`src/design/entab_pkg.sv`:
```
package entab_pkg;

  localparam int COLS    = 1024;
  localparam int MAX_RUN = 63;

  localparam int CHAR_W = 8;
  localparam int IDX_W  = 10;
  localparam int JUMP_W = 11;
  localparam int ADDR_W = $clog2(COLS);
  localparam int COL_W  = $clog2(COLS + 1);
  localparam int RUN_W  = $clog2(MAX_RUN + 1);
  localparam int SUM_W  = ((COL_W > JUMP_W) ? COL_W : JUMP_W) + 1;

  localparam logic [CHAR_W-1:0] CH_SPACE = 8'h20;
  localparam logic [CHAR_W-1:0] CH_TAB   = 8'h09;
  localparam logic [CHAR_W-1:0] CH_NL    = 8'h0A;
  localparam logic [CHAR_W-1:0] CH_NUL   = 8'h00;

  localparam logic MODE_TEXT = 1'b0;
  localparam logic MODE_LOAD = 1'b1;

  typedef enum logic [2:0] {
    S_IDLE,
    S_RUN_RD,
    S_RUN_DEC,
    S_CHAR,
    S_TAB_RD,
    S_TAB_DEC
  } state_e;

  typedef struct packed {
    logic              we;
    logic [ADDR_W-1:0] addr;
    logic [JUMP_W-1:0] wdata;
  } ram_req_t;

  typedef struct packed {
    logic              valid;
    logic [CHAR_W-1:0] char_val;
    logic              last;
  } emit_t;

  // clamp a column to 1..COLS
  function automatic logic [COL_W-1:0] sat_col(input logic [SUM_W-1:0] c);
    logic [COL_W-1:0] r;
    if (c == '0) begin
      r = COL_W'(1);
    end else if (c > SUM_W'(COLS)) begin
      r = COL_W'(COLS);
    end else begin
      r = c[COL_W-1:0];
    end
    return r;
  endfunction

endpackage

```
`src/design/entab_ctrl.sv`:
```
module entab_ctrl (
  input  logic                         clk_i,
  input  logic                         rst_ni,
  input  logic                         in_valid_i,
  output logic                         in_ready_o,
  input  logic                         mode_i,
  input  logic [entab_pkg::CHAR_W-1:0] ch_i,
  input  logic [entab_pkg::IDX_W-1:0]  column_index_i,
  input  logic [entab_pkg::JUMP_W-1:0] jump_value_i,
  output entab_pkg::ram_req_t          ram_req_o,
  input  logic [entab_pkg::JUMP_W-1:0] rdata_i,
  input  logic                         out_free_i,
  output entab_pkg::emit_t             emit_o
);

  entab_pkg::state_e state_q, state_d;

  logic [entab_pkg::COL_W-1:0]  col_q, col_d;
  logic [entab_pkg::RUN_W-1:0]  pend_q, pend_d;
  logic [entab_pkg::RUN_W-1:0]  k_q, k_d;
  logic [entab_pkg::COL_W-1:0]  sp_q, sp_d;
  logic [entab_pkg::CHAR_W-1:0] ch_q, ch_d;

  logic                         accept;
  logic [entab_pkg::JUMP_W-1:0] gap_len;
  logic                         run_tab;
  logic [entab_pkg::RUN_W-1:0]  k_after;
  logic [entab_pkg::COL_W-1:0]  sp_after;
  logic [entab_pkg::COL_W-1:0]  col_tab;

  assign accept = in_valid_i && in_ready_o;

  // a zero distance counts as one
  assign gap_len = (rdata_i == '0) ? entab_pkg::JUMP_W'(1) : rdata_i;
  assign run_tab = entab_pkg::JUMP_W'(k_q) >= gap_len;
  assign k_after = run_tab ? (k_q - gap_len[entab_pkg::RUN_W-1:0])
                           : (k_q - entab_pkg::RUN_W'(1));
  assign sp_after = run_tab
    ? entab_pkg::sat_col(entab_pkg::SUM_W'(sp_q) + entab_pkg::SUM_W'(gap_len))
    : entab_pkg::sat_col(entab_pkg::SUM_W'(sp_q) + entab_pkg::SUM_W'(1));
  assign col_tab =
    entab_pkg::sat_col(entab_pkg::SUM_W'(col_q) + entab_pkg::SUM_W'(gap_len));

  // next state
  always_comb begin
    state_d = state_q;
    case (state_q)
      entab_pkg::S_IDLE: begin
        if (accept && mode_i == entab_pkg::MODE_TEXT &&
            ch_i != entab_pkg::CH_NUL && ch_i != entab_pkg::CH_SPACE) begin
          state_d = (pend_q != '0) ? entab_pkg::S_RUN_RD : entab_pkg::S_CHAR;
        end
      end
      entab_pkg::S_RUN_RD: begin
        state_d = entab_pkg::S_RUN_DEC;
      end
      entab_pkg::S_RUN_DEC: begin
        if (out_free_i) begin
          state_d = (k_after == '0) ? entab_pkg::S_CHAR : entab_pkg::S_RUN_RD;
        end
      end
      entab_pkg::S_CHAR: begin
        if (out_free_i) begin
          state_d = (ch_q == entab_pkg::CH_TAB) ? entab_pkg::S_TAB_RD
                                                : entab_pkg::S_IDLE;
        end
      end
      entab_pkg::S_TAB_RD: begin
        state_d = entab_pkg::S_TAB_DEC;
      end
      entab_pkg::S_TAB_DEC: begin
        state_d = entab_pkg::S_IDLE;
      end
      default: begin
        state_d = entab_pkg::S_IDLE;
      end
    endcase
  end

  // outputs: handshake, table port and emitted beats
  always_comb begin
    in_ready_o      = 1'b0;
    ram_req_o.we    = 1'b0;
    ram_req_o.addr  = '0;
    ram_req_o.wdata = jump_value_i;
    emit_o.valid    = 1'b0;
    emit_o.char_val = ch_q;
    emit_o.last     = 1'b0;
    case (state_q)
      entab_pkg::S_IDLE: begin
        in_ready_o     = 1'b1;
        ram_req_o.addr = entab_pkg::ADDR_W'(column_index_i);
        ram_req_o.we   = accept && mode_i == entab_pkg::MODE_LOAD &&
                         (32'(column_index_i) < entab_pkg::COLS);
      end
      entab_pkg::S_RUN_RD: begin
        ram_req_o.addr = entab_pkg::ADDR_W'(sp_q - entab_pkg::COL_W'(1));
      end
      entab_pkg::S_RUN_DEC: begin
        // keep the address so a stalled beat still sees its table entry
        ram_req_o.addr  = entab_pkg::ADDR_W'(sp_q - entab_pkg::COL_W'(1));
        emit_o.valid    = out_free_i;
        emit_o.char_val = run_tab ? entab_pkg::CH_TAB : entab_pkg::CH_SPACE;
      end
      entab_pkg::S_CHAR: begin
        emit_o.valid = out_free_i;
        emit_o.last  = 1'b1;
      end
      entab_pkg::S_TAB_RD: begin
        ram_req_o.addr = entab_pkg::ADDR_W'(col_q - entab_pkg::COL_W'(1));
      end
      entab_pkg::S_TAB_DEC: begin
        ram_req_o.addr = '0;
      end
      default: begin
        in_ready_o = 1'b0;
      end
    endcase
  end

  // datapath updates
  always_comb begin
    col_d  = col_q;
    pend_d = pend_q;
    k_d    = k_q;
    sp_d   = sp_q;
    ch_d   = ch_q;
    case (state_q)
      entab_pkg::S_IDLE: begin
        if (accept && mode_i == entab_pkg::MODE_TEXT) begin
          if (ch_i == entab_pkg::CH_NUL) begin
            col_d  = entab_pkg::COL_W'(1);
            pend_d = '0;
          end else if (ch_i == entab_pkg::CH_SPACE) begin
            if (32'(pend_q) < entab_pkg::MAX_RUN) begin
              pend_d = pend_q + entab_pkg::RUN_W'(1);
            end
            col_d = entab_pkg::sat_col(entab_pkg::SUM_W'(col_q) +
                                       entab_pkg::SUM_W'(1));
          end else begin
            ch_d   = ch_i;
            k_d    = pend_q;
            pend_d = '0;
            // run start clamps to column 1
            sp_d   = (col_q > entab_pkg::COL_W'(pend_q))
                     ? (col_q - entab_pkg::COL_W'(pend_q))
                     : entab_pkg::COL_W'(1);
          end
        end
      end
      entab_pkg::S_RUN_DEC: begin
        if (out_free_i) begin
          k_d  = k_after;
          sp_d = sp_after;
        end
      end
      entab_pkg::S_CHAR: begin
        if (out_free_i) begin
          if (ch_q == entab_pkg::CH_NL) begin
            col_d = entab_pkg::COL_W'(1);
          end else if (ch_q != entab_pkg::CH_TAB) begin
            col_d = entab_pkg::sat_col(entab_pkg::SUM_W'(col_q) +
                                       entab_pkg::SUM_W'(1));
          end
        end
      end
      entab_pkg::S_TAB_DEC: begin
        col_d = col_tab;
      end
      default: begin
        col_d = col_q;
      end
    endcase
  end

  always_ff @(posedge clk_i or negedge rst_ni) begin
    if (!rst_ni) begin
      state_q <= entab_pkg::S_IDLE;
      col_q   <= entab_pkg::COL_W'(1);
      pend_q  <= '0;
    end else begin
      state_q <= state_d;
      col_q   <= col_d;
      pend_q  <= pend_d;
    end
  end

  always_ff @(posedge clk_i) begin
    k_q  <= k_d;
    sp_q <= sp_d;
    ch_q <= ch_d;
  end

`ifndef SYNTHESIS
  a_col_range: assert property (@(posedge clk_i) disable iff (!rst_ni)
    col_q >= entab_pkg::COL_W'(1) && col_q <= entab_pkg::COL_W'(entab_pkg::COLS))
    else $error("column out of range");

  a_pend_range: assert property (@(posedge clk_i) disable iff (!rst_ni)
    32'(pend_q) <= entab_pkg::MAX_RUN)
    else $error("pending run above limit");

  a_run_nonzero: assert property (@(posedge clk_i) disable iff (!rst_ni)
    (state_q == entab_pkg::S_RUN_RD || state_q == entab_pkg::S_RUN_DEC) |-> k_q != '0)
    else $error("run step with empty count");

  a_last_only_char: assert property (@(posedge clk_i) disable iff (!rst_ni)
    (emit_o.valid && emit_o.last) |=> state_q != entab_pkg::S_RUN_RD &&
                                      state_q != entab_pkg::S_RUN_DEC)
    else $error("run continues after final beat");

  a_no_write_busy: assert property (@(posedge clk_i) disable iff (!rst_ni)
    ram_req_o.we |-> state_q == entab_pkg::S_IDLE && pend_d == pend_q)
    else $error("table write outside idle");
`endif

endmodule

```
`config.mk`:
```
export PLATFORM = sky130hd
export DESIGN_NAME = entab_ctrl
export DESIGN_NICKNAME = d
export VERILOG_FILES = /design/src/design/entab_pkg.sv /design/src/design/entab_ctrl.sv
export SDC_FILE = /design/constraint.sdc
export NUM_CORES = 1
export LEC_CHECK = 0
export BUFFER_PORTS_ARGS = -buffer_cell sky130_fd_sc_hd__buf_2
export CAP_MARGIN = 15
export CELL_PAD_IN_SITES_DETAIL_PLACEMENT = 0
export CELL_PAD_IN_SITES_GLOBAL_PLACEMENT = 1
export CORE_MARGIN = 2
export CORE_UTILIZATION = 40
export CTS_CLUSTER_DIAMETER = 50
export DETAILED_ROUTE_END_ITERATION = 6
export GPL_TIMING_DRIVEN = 0
export PLACE_DENSITY = 0.84
export SETUP_SLACK_MARGIN = 0.02
export SYNTH_ARGS = -nofsm -noshare
export SYNTH_HDL_FRONTEND = slang
export SYNTH_SLANG_ARGS = --single-unit
```
`constraint.sdc`:
```
create_clock -name clk_i -period 3.2 [get_ports clk_i]
set_clock_uncertainty 0.05 [all_clocks]
set_input_delay 0.32 -clock clk_i [delete_from_list [all_inputs] [get_ports clk_i]]
set_output_delay 0.32 -clock clk_i [all_outputs]
set_load 0.02 [all_outputs]
```
==> results of run 1 <==
==> timing repair <==
item                                    CTS  global route
hold endpoints to repair                 19             0
setup buffers                            25             8
endpoints found under the setup margin   50            45
hold buffers                              1             0
pin swaps                                38            27
gates resized for setup                  56            37
==> worst max-delay path, cell delays in order <==
cell and delay (ns):
buf_6 0.09, or4_4 0.53, nor2_4 0.20, a41o_4 0.30, ha_4 0.14, inv_2 0.03, fa_2 0.37, nor2b_4 0.16
o2111ai_4 0.17, a31oi_4 0.23, o2111ai_2 0.13, or4_4 0.56, xnor2_2 0.15, or3_4 0.38, o31ai_2 0.24
==> state kept, by name, indices dropped and copies added (netlist names) <==
register / cells
sp_q: 11
k_q: 6
pend_q: 6
state_q: 3
ch_q: 8
col_q: 11
==> logic make-up after synthesis <==
logic type / share of synthesized area [%]
compound gates: 23.2
xor+xnor: 8.53
fa+ha+maj: 12.4
buf+inv: 6.40
flops: 23.9
mux: 3.30
simple gates: 22.3
==> layout make-up <==
cell class                 count  area [µm²]
tap                          172         215
clock buffer                   7         143
sequential                    45        1250
multi-input combinational    516        4140
clock inverter                 1        30.0
timing repair buffer          99         644
buffer                        38         206
inverter                      36         135
fill                        1216        5960
==> synth_stat cells, types with 10 or more instances <==
cell type	instances	area (µm²)
o21ai_0	29	145
dfrtp_1	19	475
ha_1	44	551
xnor2_1	34	298
mux2i_1	15	150
nor4_1	11	68.8
nand2_1	67	251
clkbuf_1	18	67.6
inv_1	36	135
and3_1	10	62.6
nor2_1	38	143
a21o_1	14	105
xor2_1	17	149
buf_4	11	82.6
edfxtp_1	25	751
a21oi_1	28	140
nand3_1	14	70.1
o21ai_1	13	65.1
nor3_1	18	90.1
==> final timing paths <==
path | from | end | slack (ns) | depth (start not counted)
max | rdata_i[7] | sp_q[6] | -0.74 | 15
min | ch_i[4] | ch_q[4] | 0.17 | 1
max reg2reg | sp_q[2] | sp_q[6] | -0.45 | 9
min reg2reg | pend_q[4] | k_q[4] | 0.56 | 2
max in group asynchronous | rst_ni | col_q[0] | 2.23 | 2
min in group asynchronous | rst_ni | col_q[10] | 0.50 | 2
==> metrics by stage <==
step / std cells / setup TNS [ns]
after floorplan: 635 / -5.78
after global placement: 873 / -33.87
after detailed placement: 874 / -28.12
after CTS: 908 / -10.15
after global routing: 914 / -16.18
final: 914 / -12.52
==> power by group <==
group | switching (mW) | total, mW | internal (mW)
sequential | 0.333 | 1.24 | 0.904
clock | 0.220 | 0.611 | 0.391
combinational | 2.91 | 5.10 | 2.19
==> layer usage <==
metal,vias to the layer above,wire [µm],track usage [%]
li1,2529,-,-
met1,2539,7160,28.9
met2,143,8220,40.3
met3,22,752,3.43
met4,0,313,6.25
met5,-,0,0
==> flow_metrics.env, run 1 <==
export IMPL_status="finished, violations left"
export IMPL_failed_checks="setup timing"
export IMPL_cts_clk_slew_worst_paths_ns=0.07
export IMPL_cts_tree="yes"
export IMPL_ys_flop_type="edfxtp_1"
export IMPL_grt_remaining_overflow=0
export IMPL_dieHeight_um=118
export IMPL_fin_area_mm2=0.00676
export IMPL_rows=41
export IMPL_fin_crit_ns=3.94
export IMPL_cp_max_fo=5
export IMPL_maxSlewHeadroom_pct=36.5
export IMPL_whs_ns=0.174
export IMPL_layout_nets=834
export IMPL_io_pins=78
export IMPL_antenna_found_initial=0
export IMPL_setup_ws_ns=-0.741
export IMPL_num_antenna_cells=0
export IMPL_worst_pin_slew_ns=0.949
export IMPL_final_common_cell="buf_2"
export IMPL_synthesis_nets=728
export IMPL_power_leakage_nw=2.75
export IMPL_p_per_area_mw_per_mm2=1030
export IMPL_final_cell_mix="68 x buf_2, 64 x nand2_1, 39 x ha_1"
export IMPL_slew_viol_final=0
export IMPL_dpl_cell_area_mm2=0.00587
export IMPL_grtUsageTotal_pct=22.8
export IMPL_ir_drop_v=0.000422
export IMPL_grt_max_degree=21
export IMPL_ctsRootBufferMaster="clkbuf_16"
export IMPL_maxCapViolations=0
export IMPL_portBuffers=66
export IMPL_ant_nets=0
export IMPL_ys_types=87
export IMPL_max_freq_mhz=254
export IMPL_worst_setup_path_start_kind="input port"
export IMPL_numCtsBuffers=5
export IMPL_min_path_type="in2reg"
export IMPL_areaGrowthSynthToFinish_pct=29.1
export IMPL_endpoint_kind="register"
export IMPL_crit_type="in2reg"
export IMPL_final_util_pct=53.2
export IMPL_via_per_inst=5.73
export IMPL_hpwl_mm=12.5
export IMPL_gp_congestion=0.929
export IMPL_vias=5233
export IMPL_finalSetupViolCount=31
export IMPL_critPathArrivalTime_ns=4.02
export IMPL_drtIter0Drc=300
export IMPL_drive_above_1_share_pct=28.4
export IMPL_grt_pass1_wl_mm=25.9
export IMPL_cts_path_max_buffers=2
export IMPL_finalPower_mw=6.94
export IMPL_clock_latency_ns=0.29
export IMPL_dr_pass1_iters=5
export IMPL_dp_slack_ns=-1.31
export IMPL_synthCells=635
export IMPL_grt_pass1_vias=5123
export IMPL_core_area_mm2=0.0127
export IMPL_dieWidth_um=118
export IMPL_wl_mm=16.4
export IMPL_synthesis_area_mm2=0.00524
export IMPL_ys_ff_latch=45
export IMPL_required_ns=3.27
export IMPL_htreeDepth=2
export IMPL_syn_area_per_cell_um2=8.25
export IMPL_drc_errors=0
export IMPL_detail_route_wl_per_cell_um=18.0
export IMPL_synth_edf_count=25
export IMPL_hold_violations=0
export IMPL_async_reset_ff_share_pct=44.4
export IMPL_cts_sinks=45
export IMPL_finalCritPeriodShare_pct=123
export IMPL_grt_setup_unrepaired="true"
export IMPL_seq_area_frac_synth_pct=23.9
export IMPL_start_util_pct=41.2
export IMPL_yosysWarnings=0
export IMPL_dieArea_mm2=0.0140
Power figures use the tool's default switching activity.
==> run 2, diff against run 1 <==
--- a/config.mk
+++ b/config.mk
@@ -14,7 +14,7 @@
 export CTS_CLUSTER_DIAMETER = 50
 export DETAILED_ROUTE_END_ITERATION = 6
 export GPL_TIMING_DRIVEN = 0
-export PLACE_DENSITY = 0.84
+export PLACE_DENSITY_LB_ADDON = 0.1
 export SETUP_SLACK_MARGIN = 0.02
 export SYNTH_ARGS = -nofsm -noshare
 export SYNTH_HDL_FRONTEND = slang
==> run 2 against run 1 <==
The run still ends with setup timing left. First-iteration DRC count fell by 19%. Flip-flop and latch count did not move. Via count fell by 0.71%. Sequential power barely moved. Critical path depth did not move. Register-to-register slack improved by 0.11 ns. Cell count fell by 1.4%. Power fell by 4.9%.
==> flow_metrics.env, run 2 (same netlist as run 1, synthesis figures left out) <==
export IMPL_worst_setup_path_start_kind="input port"
export IMPL_vias=5196
export IMPL_p_sw_share_pct=51.3
export IMPL_core_area_mm2=0.0127
export IMPL_cp_cell_sequence="buf_6 -> or4_4 -> nor2_4 -> a41o_4 -> ha_4 -> inv_2 -> fa_2 -> nor2b_4 -> o2111ai_4 -> a31oi_4 -> xor2_2 -> or4_4 -> xnor2_1 -> or3_4 -> o31ai_2"
export IMPL_hpwl_mm=13.0
export IMPL_portBuffers=66
export IMPL_drc_errors=0
export IMPL_top_regs="col_q (11), sp_q (11), ch_q (8)"
export IMPL_grt_pass1_vias=5038
export IMPL_grt_setup_unrepaired="true"
export IMPL_layout_nets=821
export IMPL_worst_pin_slew_ns=0.889
export IMPL_antenna_found_initial=0
export IMPL_numCtsBuffers=5
export IMPL_ctsRootBufferMaster="clkbuf_16"
export IMPL_areaGrowthSynthToFinish_pct=23.8
export IMPL_ir_drop_v=0.000356
export IMPL_maxSlewHeadroom_pct=40.5
export IMPL_rows=41
export IMPL_min_path_type="in2reg"
export IMPL_layoutNonFillerInstCount=901
export IMPL_crit_type="in2reg"
export IMPL_status="finished, violations left"
export IMPL_tns_ns=-11.52
export IMPL_via_per_inst=5.77
export IMPL_p_switching_mw=3.39
export IMPL_fin_crit_ns=3.91
export IMPL_fin_area_mm2=0.00649
export IMPL_critPathArrivalTime_ns=3.98
export IMPL_final_cell_mix="67 x buf_2, 65 x nand2_1, 39 x ha_1"
export IMPL_grtUsageTotal_pct=23.4
export IMPL_cpLargestDelayFamily="simple AND/OR/NAND/NOR gates"
export IMPL_combPwrFrac_pct=71.6
export IMPL_max_freq_mhz=256
export IMPL_cp_slowest_stage_delay_ns=0.54
export IMPL_cts_path_max_buffers=2
export IMPL_start_util_pct=41.2
export IMPL_clock_latency_ns=0.30
export IMPL_dr_pass1_iters=5
export IMPL_dpl_cell_area_mm2=0.00586
export IMPL_hold_violations=0
export IMPL_required_ns=3.27
export IMPL_multi_input_area_mm2=0.00398
export IMPL_slew_viol_final=0
export IMPL_pwr_share_clk_pct=9.5
export IMPL_maxCapViolations=0
export IMPL_endpoint_kind="register"
export IMPL_cts_sinks=45
export IMPL_ant_nets=0
export IMPL_fill_cells=1298
export IMPL_power_leakage_nw=2.66
export IMPL_p_per_area_mw_per_mm2=1020
export IMPL_cts_tree="yes"
export IMPL_htreeDepth=2
export IMPL_regArea_mm2=0.00125
export IMPL_seqPwrFrac_pct=18.9
export IMPL_dieArea_mm2=0.0140
export IMPL_path_common_cell="or4_4"
export IMPL_grt_remaining_overflow=0
export IMPL_setup_ws_ns=-0.708
export IMPL_dp_cells=873
export IMPL_cts_clk_slew_worst_paths_ns=0.07
export IMPL_cp_max_fo=6
export IMPL_drtIter0Drc=244
export IMPL_dieHeight_um=118
export IMPL_cp_buffers_inverters=2
export IMPL_io_pins=78
export IMPL_final_common_cell="buf_2"
export IMPL_dp_slack_ns=-1.33
export IMPL_finalCritPeriodShare_pct=122
export IMPL_power_internal_mw=3.22
export IMPL_num_antenna_cells=0
export IMPL_failed_checks="setup timing"
export IMPL_slowest_stage="or4_4"
export IMPL_detail_route_wl_per_cell_um=18.5
export IMPL_drive_above_1_share_pct=25.5
export IMPL_grt_pass1_wl_mm=26.5
export IMPL_finalSetupViolCount=31
export IMPL_final_util_pct=51.0
export IMPL_gp_congestion=0.925
export IMPL_wl_mm=16.6
export IMPL_dieWidth_um=118
export IMPL_grt_max_degree=21
[run 2: per-layer routing]
metal	vias to the layer above	wire, µm	GRT usage, %
met4	0	181	4.54
met1	2524	7850	32.5
met2	138	7900	39.2
met3	14	713	2.99
met5	-	0	0
li1	2520	-	-
[run 2: area by class of cell]
type                       instances  area share, %
clock buffer                       5           1.93
inverter                          36           2.08
timing repair buffer              86           8.14
buffer                            38           3.12
clock inverter                     3          0.772
multi-input combinational        516           61.3
tap                              172           3.32
sequential                        45           19.3
[run 2: worst register-to-register path: cells and delay by family, from the launching register on]
family	cells	cell delay [ns]
compound gates	4	1.36
simple gates	3	0.99
flops	1	0.49
fa+ha+maj	1	0.34
xor+xnor	1	0.15
[run 2: path summary, 6_finish.rpt]
check | from | end | slack, ns | cells after the start
min reg2reg | ch_q[1] | state_q[2] | 0.58 | 3
min | ch_i[3] | ch_q[3] | 0.15 | 1
max | rdata_i[7] | sp_q[6] | -0.71 | 15
min in group asynchronous | rst_ni | pend_q[0] | 0.46 | 2
max in group asynchronous | rst_ni | col_q[0] | 2.27 | 2
max reg2reg | sp_q[1] | sp_q[6] | -0.34 | 9
[run 2: what timing repair did]
item | 4_1_cts | 5_1_grt
hold buffers | 1 | 0
setup endpoints to repair | 50 | 35
cloned | 0 | 0
gates resized for setup | 27 | 31
setup buffers | 10 | 9
hold endpoints to repair | 19 | 0
pin swaps | 16 | 36
[run 2: power by group through the flow]
| stage | clock, mW | combinational, mW | sequential, mW |
|---|---|---|---|
| final | 0.627 | 4.73 | 1.25 |
| after global routing | 0.660 | 5.14 | 1.27 |
| after CTS | 0.634 | 4.49 | 1.23 |
| after detailed placement | 0 | 4.20 | 1.24 |
| after global placement | 0 | 4.15 | 1.23 |
| after floorplan | 0 | 3.17 | 1.10 |
[run 2: through the flow]
step                      power, mW  hold slack, ns
after floorplan                4.27         -0.0256
after global placement         5.38           0.269
after detailed placement       5.44           0.275
after CTS                      6.35           0.154
after global routing           7.07           0.153
final                          6.60           0.155
==> run 3, diff against run 2 <==
--- a/config.mk
+++ b/config.mk
@@ -13,7 +13,6 @@
 export CORE_UTILIZATION = 40
 export CTS_CLUSTER_DIAMETER = 50
 export DETAILED_ROUTE_END_ITERATION = 6
-export GPL_TIMING_DRIVEN = 0
 export PLACE_DENSITY_LB_ADDON = 0.1
 export SETUP_SLACK_MARGIN = 0.02
 export SYNTH_ARGS = -nofsm -noshare
==> run 3 against run 2 <==
The run still ends with setup timing left. Flip-flop and latch count unchanged. Design area grew 12%. First-iteration DRC count grew 41%. Utilization grew 5.9 points. Non-clock buffer count up 62. Sequential power is 7% lower. Clock-buffer cell count grew 1. Register-to-register slack better by 0.22 ns. Cell count rose by 6.9%. Hold slack gained 0.0087 ns. Sequential share of layout area fell by 2.0 points. Worst setup slack improved by 0.14 ns. Critical endpoint unchanged. Largest cell class unchanged. Largest power group unchanged. Highest routed layer unchanged.
==> flow_metrics.env, run 3 (same netlist as run 1, synthesis figures left out) <==
export IMPL_crit_type="in2reg"
export IMPL_cp_buffers_inverters=4
export IMPL_grt_pass1_wl_mm=27.6
export IMPL_grtUsageTotal_pct=24.7
export IMPL_drive_above_1_share_pct=35.3
export IMPL_slowest_stage="or4_4"
export IMPL_final_cell_mix="113 x buf_4, 60 x nand2_1, 50 x buf_2"
export IMPL_cp_slowest_stage_delay_ns=0.53
export IMPL_gp_congestion=0.921
export IMPL_cpLargestDelayFamily="simple AND/OR/NAND/NOR gates"
export IMPL_dieHeight_um=118
export IMPL_power_leakage_nw=3.11
export IMPL_vias=5419
export IMPL_hold_depth=1
export IMPL_start_util_pct=41.2
export IMPL_finalSetupViolCount=29
export IMPL_numCtsBuffers=5
export IMPL_grt_setup_unrepaired="true"
export IMPL_fin_area_mm2=0.00724
export IMPL_io_pins=78
export IMPL_ant_nets=0
export IMPL_reg2regPathDepth=10
export IMPL_max_freq_mhz=265
export IMPL_htreeDepth=2
export IMPL_worst_setup_path_start_kind="input port"
export IMPL_dieArea_mm2=0.0140
export IMPL_maxCapViolations=0
export IMPL_grt_remaining_overflow=0
export IMPL_core_area_mm2=0.0127
export IMPL_final_common_cell="buf_4"
export IMPL_maxSlewHeadroom_pct=45.7
export IMPL_failed_checks="setup timing"
export IMPL_worstSetupPathDepth=17
export IMPL_endpoint_kind="register"
export IMPL_wl_mm=17.7
export IMPL_setup_ws_ns=-0.569
export IMPL_ctsRootBufferMaster="clkbuf_16"
export IMPL_clock_latency_ns=0.29
export IMPL_areaGrowthSynthToFinish_pct=38.1
export IMPL_required_ns=3.28
export IMPL_hold_violations=0
export IMPL_status="finished, violations left"
export IMPL_ir_drop_v=0.000366
export IMPL_finalCritPeriodShare_pct=118
export IMPL_fin_crit_ns=3.77
export IMPL_grt_max_degree=21
export IMPL_layout_nets=883
export IMPL_slew_viol_final=0
export IMPL_finalPower_mw=7.83
export IMPL_worst_pin_slew_ns=0.794
export IMPL_dr_pass1_iters=5
export IMPL_min_path_type="in2reg"
export IMPL_portBuffers=55
export IMPL_cp_max_fo=6
export IMPL_cp_cell_sequence="buf_6 -> or4_4 -> nor2_4 -> a41o_1 -> buf_4 -> ha_4 -> inv_2 -> fa_2 -> nor2b_4 -> buf_4 -> o22ai_1 -> xor2_1 -> o2111ai_1 -> or4_4 -> xnor2_1 -> or3_4 -> o31ai_2"
export IMPL_grt_pass1_vias=5224
export IMPL_p_per_area_mw_per_mm2=1080
export IMPL_detail_route_wl_per_cell_um=18.4
export IMPL_hpwl_mm=13.7
export IMPL_num_antenna_cells=0
export IMPL_rows=41
export IMPL_antenna_found_initial=0
export IMPL_dpl_cell_area_mm2=0.00637
export IMPL_rrSetupSlack_ns=-0.12
export IMPL_critPathArrivalTime_ns=3.85
export IMPL_via_per_inst=5.63
export IMPL_cts_clk_slew_worst_paths_ns=0.07
export IMPL_final_util_pct=56.9
export IMPL_cts_path_max_buffers=2
export IMPL_dieWidth_um=118
export IMPL_drc_errors=0
export IMPL_cts_tree="yes"
export IMPL_drtIter0Drc=343
export IMPL_cts_sinks=45
export IMPL_top_regs="col_q (11), sp_q (11), ch_q (8)"
[run 3: cell types whose count changed in the layout (fill, tap and decap cells not counted), sizes merged]
| cell | before | now |
|---|---|---|
| buf | 104 | 185 |
| clkbuf | 24 | 6 |
| inv | 37 | 36 |
[run 3: timing repair]
item / in CTS / in global routing
pin swaps: 37 / 22
cloned: 0 / 0
hold buffers: 1 / 0
setup buffers: 21 / 12
resized for setup: 55 / 38
endpoints found under the hold margin: 19 / 0
setup endpoints to repair: 31 / 33
[run 3: area by class of cell]
class / count / area (µm²)
Clock buffer: 6 / 150
Inverter: 36 / 135
Timing Repair Buffer: 186 / 1360
Tap cell: 172 / 215
Fill cell: 1208 / 5490
Multi-Input combinational cell: 516 / 4090
Sequential cell: 45 / 1250
Clock inverter: 2 / 35.0
[run 3: metrics by stage]
stage	hold slack (ns)	worst slack [ns]	cells	TNS [ns]
floorplan	-0.0256	-0.635	635	-5.78
global placement	0.265	-0.838	926	-17.93
detailed placement	0.272	-0.978	926	-21.19
CTS	0.160	-0.521	952	-7.86
global route	0.157	-0.684	963	-12.52
finish	0.164	-0.569	963	-8.62
[run 3: final timing paths]
check,start,end
max,rdata_i[7],sp_q[6]
min,ch_i[3],ch_q[3]
max reg2reg,sp_q[0],sp_q[6]
min reg2reg,pend_q[4],k_q[4]
max in group asynchronous,rst_ni,col_q[0]
min in group asynchronous,rst_ni,state_q[0]
[run 3: per-layer routing]
layer	vias to the layer above	wire length, µm	global-route usage, %
met1	2619	8230	33.7
met3	23	762	2.70
met5	-	0	0
met4	0	355	7.44
met2	136	8390	41.3
li1	2641	-	-
[run 3: worst register-to-register path, stage by stage (launching register included)]
cell      delay, ns
edfxtp_1       0.46
ha_4           0.20
buf_4          0.12
a211oi_1       0.44
o21ai_1        0.22
a41oi_2        0.26
xnor2_1        0.12
or4_4          0.56
xnor2_1        0.14
or3_4          0.39
o31ai_2        0.19
[run 3: report_power, final]
group | internal (mW) | leakage (nW) | total, mW | switching, mW
registers | 0.903 | 0.498 | 1.16 | 0.260
clock network | 0.415 | 0.0920 | 0.658 | 0.242
logic | 2.82 | 2.52 | 6.01 | 3.19
total | 4.14 | 3.11 | 7.83 | 3.69
